## config.mk

```make
export PLATFORM = sky130hd
export DESIGN_NAME = vna_unit
export DESIGN_NICKNAME = d
export VERILOG_FILES = /design/src/rtl/vna_pkg.sv /design/src/rtl/vna_unit.sv
export SDC_FILE = /design/constraint.sdc
export NUM_CORES = 2
export LEC_CHECK = 0
export BUFFER_PORTS_ARGS = -buffer_cell sky130_fd_sc_hd__buf_4
export CORE_ASPECT_RATIO = 2
export CORE_MARGIN = 8
export CORE_UTILIZATION = 45
export DETAILED_ROUTE_END_ITERATION = 8
export PLACE_DENSITY = 0.58
export SETUP_SLACK_MARGIN = 0.5
export SLEW_MARGIN = 10
export SYNTH_ARGS = -nofsm -noshare
export SYNTH_HDL_FRONTEND = slang
export SYNTH_SLANG_ARGS = --single-unit
```

## constraint.sdc

```tcl
create_clock -name clk -period 16.8 [get_ports clk]
set_input_delay 3.36 -clock clk [delete_from_list [all_inputs] [get_ports clk]]
set_output_delay 3.36 -clock clk [all_outputs]
set_load 0.1 [all_outputs]
```

## src/rtl/vna_pkg.sv

```systemverilog
`timescale 1ns / 1ps
// shared types and constants for the vertex normal accumulator
package vna_pkg;

  localparam int VERTEX_COUNT_DEF = 4096;
  localparam int IDX_W = 12;
  localparam int POS_W = 32;
  localparam int NRM_W = 16;
  localparam int ACC_W = 24;
  localparam int MAG_W = 64;
  localparam int Q_W   = 16;

  localparam logic [1:0] CMD_LOAD = 2'd0;
  localparam logic [1:0] CMD_TRI  = 2'd1;
  localparam logic [1:0] CMD_READ = 2'd2;

  localparam logic [63:0] LEN_SQ_MIN = 64'd268;
  localparam logic signed [ACC_W:0] ACC_MAX = 25'sd8388607;
  localparam logic signed [ACC_W:0] ACC_MIN = -25'sd8388608;

  typedef enum logic [3:0] {
    S_IDLE,
    S_T_RA,
    S_T_RB,
    S_T_RC,
    S_T_EDGE,
    S_T_MUL,
    S_T_CROSS,
    S_T_UNIT,
    S_T_ARD,
    S_T_AWR,
    S_R_RD,
    S_R_SQ,
    S_R_CHK,
    S_R_UNIT
  } vna_state_t;

  typedef enum logic [2:0] {
    U_IDLE,
    U_SHIFT,
    U_SQ,
    U_SQRT,
    U_DSET,
    U_DIV,
    U_DONE
  } vna_ustate_t;

  typedef struct packed {
    logic [2:0][MAG_W-1:0] mag;
    logic [2:0]            neg;
  } vna_req_t;

  typedef struct packed {
    logic                done;
    logic [2:0][Q_W-1:0] q;
  } vna_rsp_t;

endpackage

```

## src/rtl/vna_unit.sv

```systemverilog
`timescale 1ns / 1ps
// unit vector unit: normalizing shift, sum of squares, square root, divide
module vna_unit (
  input  logic               clk,
  input  logic               rst_n,
  input  logic               u_start,
  input  vna_pkg::vna_req_t  u_req,
  output vna_pkg::vna_rsp_t  u_rsp
);

  vna_pkg::vna_ustate_t ust_r, ust_nxt;

  logic [2:0][63:0] m_r;
  logic [2:0]       neg_r;
  logic [4:0]       cnt_r;
  logic [1:0]       comp_r;
  logic [63:0]      sum_r;
  logic [59:0]      sq_r;
  logic [63:0]      x_r;
  logic [63:0]      r_r;
  logic [63:0]      bit_r;
  logic [15:0]      nlo_r;
  logic [32:0]      rem_r;
  logic [15:0]      q_r;
  logic [2:0][15:0] qo_r;

  logic        shift_hi;
  logic        shift_lo;
  logic [29:0] sq_sel;
  logic [29:0] dm_sel;
  logic [31:0] len;
  logic [63:0] root_try;
  logic [32:0] rem_try;
  logic        q_bit;
  logic [15:0] q_next;
  logic [44:0] dnum;

  assign shift_hi = (|m_r[0][63:30]) | (|m_r[1][63:30]) | (|m_r[2][63:30]);
  assign shift_lo = !((|m_r[0][63:29]) | (|m_r[1][63:29]) | (|m_r[2][63:29]));
  assign len      = r_r[31:0];
  assign root_try = r_r + bit_r;
  assign rem_try  = {rem_r[31:0], nlo_r[15]};
  assign q_bit    = rem_try >= {1'b0, len};
  assign q_next   = {q_r[14:0], q_bit};
  assign dnum     = {1'b0, dm_sel, 14'b0} + 45'(len >> 1);

  always_comb begin
    unique case (cnt_r[1:0])
      2'd0:    sq_sel = m_r[0][29:0];
      2'd1:    sq_sel = m_r[1][29:0];
      2'd2:    sq_sel = m_r[2][29:0];
      default: sq_sel = '0;
    endcase
    unique case (comp_r)
      2'd0:    dm_sel = m_r[0][29:0];
      2'd1:    dm_sel = m_r[1][29:0];
      default: dm_sel = m_r[2][29:0];
    endcase
  end

  always_ff @(posedge clk) begin
    if (!rst_n) begin
      ust_r <= vna_pkg::U_IDLE;
    end else begin
      ust_r <= ust_nxt;
    end
  end

  always_comb begin
    ust_nxt = ust_r;
    unique case (ust_r)
      vna_pkg::U_IDLE:  if (u_start) ust_nxt = vna_pkg::U_SHIFT;
      vna_pkg::U_SHIFT: if (!shift_hi && !shift_lo) ust_nxt = vna_pkg::U_SQ;
      vna_pkg::U_SQ:    if (cnt_r == 5'd3) ust_nxt = vna_pkg::U_SQRT;
      vna_pkg::U_SQRT:  if (cnt_r == 5'd31) ust_nxt = vna_pkg::U_DSET;
      vna_pkg::U_DSET:  ust_nxt = vna_pkg::U_DIV;
      vna_pkg::U_DIV: begin
        if (cnt_r == 5'd15) begin
          ust_nxt = (comp_r == 2'd2) ? vna_pkg::U_DONE : vna_pkg::U_DSET;
        end
      end
      vna_pkg::U_DONE:  ust_nxt = vna_pkg::U_IDLE;
      default:          ust_nxt = vna_pkg::U_IDLE;
    endcase
  end

  always_ff @(posedge clk) begin
    unique case (ust_r)
      vna_pkg::U_IDLE: begin
        if (u_start) begin
          m_r   <= u_req.mag;
          neg_r <= u_req.neg;
        end
      end
      vna_pkg::U_SHIFT: begin
        if (shift_hi) begin
          for (int i = 0; i < 3; i++) m_r[i] <= m_r[i] >> 1;
        end else if (shift_lo) begin
          for (int i = 0; i < 3; i++) m_r[i] <= m_r[i] << 1;
        end else begin
          cnt_r <= '0;
          sum_r <= '0;
        end
      end
      vna_pkg::U_SQ: begin
        sq_r <= sq_sel * sq_sel;
        if (cnt_r != 5'd0) sum_r <= sum_r + 64'(sq_r);
        if (cnt_r == 5'd3) begin
          x_r   <= sum_r + 64'(sq_r);
          r_r   <= '0;
          bit_r <= 64'd1 << 62;
          cnt_r <= '0;
        end else begin
          cnt_r <= cnt_r + 5'd1;
        end
      end
      vna_pkg::U_SQRT: begin
        if (x_r >= root_try) begin
          x_r <= x_r - root_try;
          r_r <= (r_r >> 1) + bit_r;
        end else begin
          r_r <= r_r >> 1;
        end
        bit_r <= bit_r >> 2;
        cnt_r <= cnt_r + 5'd1;
        if (cnt_r == 5'd31) comp_r <= '0;
      end
      vna_pkg::U_DSET: begin
        rem_r <= {4'b0, dnum[44:16]};
        nlo_r <= dnum[15:0];
        q_r   <= '0;
        cnt_r <= '0;
      end
      vna_pkg::U_DIV: begin
        rem_r <= q_bit ? (rem_try - {1'b0, len}) : rem_try;
        q_r   <= q_next;
        nlo_r <= {nlo_r[14:0], 1'b0};
        cnt_r <= cnt_r + 5'd1;
        if (cnt_r == 5'd15) begin
          qo_r[comp_r] <= neg_r[comp_r] ? (16'd0 - q_next) : q_next;
          comp_r       <= comp_r + 2'd1;
        end
      end
      default: begin
      end
    endcase
  end

  assign u_rsp = {(ust_r == vna_pkg::U_DONE), qo_r};

endmodule
```

==> impl_metrics.ini <==
[status]
status = finished clean

[timing]
post-route-period-util_pct = 65.64
relSlewSlack_pct = 9.485
finalHoldViolations = 0
layout_min_cycle_time_ns = 11.03
clock_skew_ns = 0.07161
holdWs_ns = 0.5217
setup_viol = 0
worst_slew_pin_slew_ns = 1.348
rsz0062_at_grt = no
fmax_mhz = 90.68
tns_ns = 0
drv_slew = 0

[worst_setup_path]
cp.arrival_ns = 11.49
slowest_stage = nor2_1
cpMostUsedCell = fa_1
crit_type = flip-flop to flip-flop
cp-start-kind = flip-flop
crit_fanout = 17
required_ns = 17.26
end_kind = flip-flop
rr_startpoint = cnt_r[0]
max_stage_delay_ns = 0.80
crit_path_start = cnt_r[0]

[floorplanning]
fp.dieW_um = 286.5
start_util_pct = 45.29
coreArea_sq_um = 145400
die_y_um = 557.0
ios = 247
fp.dieArea_sq_um = 159600
row_count = 198

[logic_synthesis]
synth_top_area_cell = edfxtp_1
synth_edf_count = 596
synth_seq_area_share_pct = 27.27
ys_ff_latch = 599
yosysWarnings = 0
syn_nets = 8612
synth_cells = 7217
netlist_area_sq_um = 65860
async_flop_share_pct = 0
yosysMostFrequentCell = nand2_1
synth_top_flop_cell = edfxtp_1
synth_commonest_cells = nand2_1, inv_1, fa_1
ys_top_cells_by_area = edfxtp_1, fa_1, ha_1, nand2_1, inv_1
synth_top_area_share_pct = 27.18
avgSynthCellArea_sq_um = 9.125
synth_cell_types = 95

[route]
ant_nets = 0
dr.pass1.iters = 9
wirelength_um = 249200
drc = 0
post_drt_via_cell_ratio = 5.825
vias = 53920
wl_per_cell_um = 26.92
drt-initial-drc-count = 3446

[cts]
cts.htree.levels = 2
cts_tree = done
cts_setup_buffers = 0
cts-root-buf = clkbuf_16
cts_hold_buffers = 0
clk_latency_ns = 0.73
clock_tree.buffer_depth = 3
clock-sinks = 599
cts_resized = 0
numCtsBuffers = 60
clk_pin_slew_ns = 0.07

[cells_and_area]
final_layout_size_suffix_gt1_share_pct = 6.760
fillers = 13980
final_nets = 8698
synthToLayoutAreaGrowth_pct = 8.726

[global_routing]
grt-ovfl-total = 0
grt_pass1_vias = 58020
grt_pass1_wl_um = 366300
grtUsageTotal_pct = 30.94
antenna_found_initial = 5
grt_max_degree = 107

[place]
hpwlAfterDp_um = 202800
placement.io_buffers = 246
gp_congestion = 0.9747

[flow_run]
cap_violations = 0

[worst_hold_path]
min_from = nlo_r[13]
hp-class = flip-flop to flip-flop
[placed cells by master, fill, tap and decap left out, types with 14 or more instances in the layout]
cell type  netlist  final
a31o_2          15     15
inv_1         1031   1030
o211ai_1        35     35
and3_1          85     85
xor2_1         158    158
edfxtp_1       596    596
mux2i_1         51     51
and4_1          14     14
or3_1           35     35
o22ai_1         15     15
o21bai_1        45     45
clkbuf_16        0     60
o21ai_1         23     23
a22oi_1         52     52
nand4_1         74     74
a41oi_1         14     14
a211oi_1        41     41
nand3_1         85     84
nor2b_1         52     50
or2_2           16     15
xnor2_1        204    204
clkinv_1         4     17
fa_1           700    700
nor2_1         630    626
nor3_1          47     47
o21a_1          30     29
a31oi_1        153    153
nand2b_1        40     39
a21o_1         158    158
ha_1           497    496
o21ai_0        290    290
o31ai_1         21     21
nand2_1       1087   1086
a21oi_1        316    316
a21boi_0        17     17
and2_1          77     74
nor4_1          43     43
buf_4            1    317
[stage by stage]
step                      utilization (%)  area (sq um)  instances  worst slack (ns)
after floorplan                         -         65860       7217             7.819
after global placement              47.82         69540       9141             6.219
after detailed placement            47.82         69540       9141             6.017
after CTS                           49.23         71590       9252             5.931
after global routing                49.24         71600       9256             5.305
final                               49.24         71600       9257             5.773
[state kept, by name, summed over array words and instances, names as in the netlist, 32 cells and up]
signal and cells:
bit_r 32, m_r 192, r_r 64, rem_r 32, sq_r 59, sum_r 64, u_rsp 48, x_r 64
[worst max-delay path: cells and delay by family, from the launching register on]
kind,cells,cell delay [ns]
flops,1,0.45
simple gates,6,2.11
compound gates,7,1.70
buf+inv,8,1.42
fa+ha+maj,10,5.03
[layer usage]
metal,share of wire (%),GRT usage [%],vias up
met5,0.0052,0,-
met4,11,27.28,2
met3,4.9,4.275,881
met2,53,57.88,1997
met1,31,28.91,26660
li1,-,-,24380
[layout make-up]
| type | count | area (sq um) | area share, % |
|---|---|---|---|
| multi-input cells | 5286 | 42930 | 59.95 |
| flip-flops and latches | 599 | 17960 | 25.08 |
| inverters | 1039 | 3902 | 5.450 |
| repair buffers | 317 | 2380 | 3.323 |
| well taps | 1900 | 2377 | 3.320 |
| clock buffers | 67 | 1528 | 2.134 |
| clock inverters | 44 | 520.5 | 0.7269 |
| diodes | 5 | 12.51 | 0.01747 |
[path summary, 6_finish.rpt]
check	to	slack (ns)	depth (start not counted)
worst min register to register	nlo_r[14]	0.52	2
worst max-delay path	sq_r[58]	5.77	31
worst max register to register	sq_r[58]	5.77	31
worst min-delay path	nlo_r[14]	0.52	2
[kinds of logic (layout without fill, tap and decap cells)]
family,count (synthesis),after routing,share of synthesized area (%)
other cells,0,5,0
buf+inv,1332,1467,7.653
compound gates,1361,1361,13.39
xor+xnor,362,362,4.814
simple gates,2310,2310,15.29
fa+ha+maj,1197,1197,30.72
mux,56,56,0.8606
flops,599,599,27.27
Power is not shown: default switching activity piles up to over one toggle a cycle in this logic, so the estimate is an artifact.
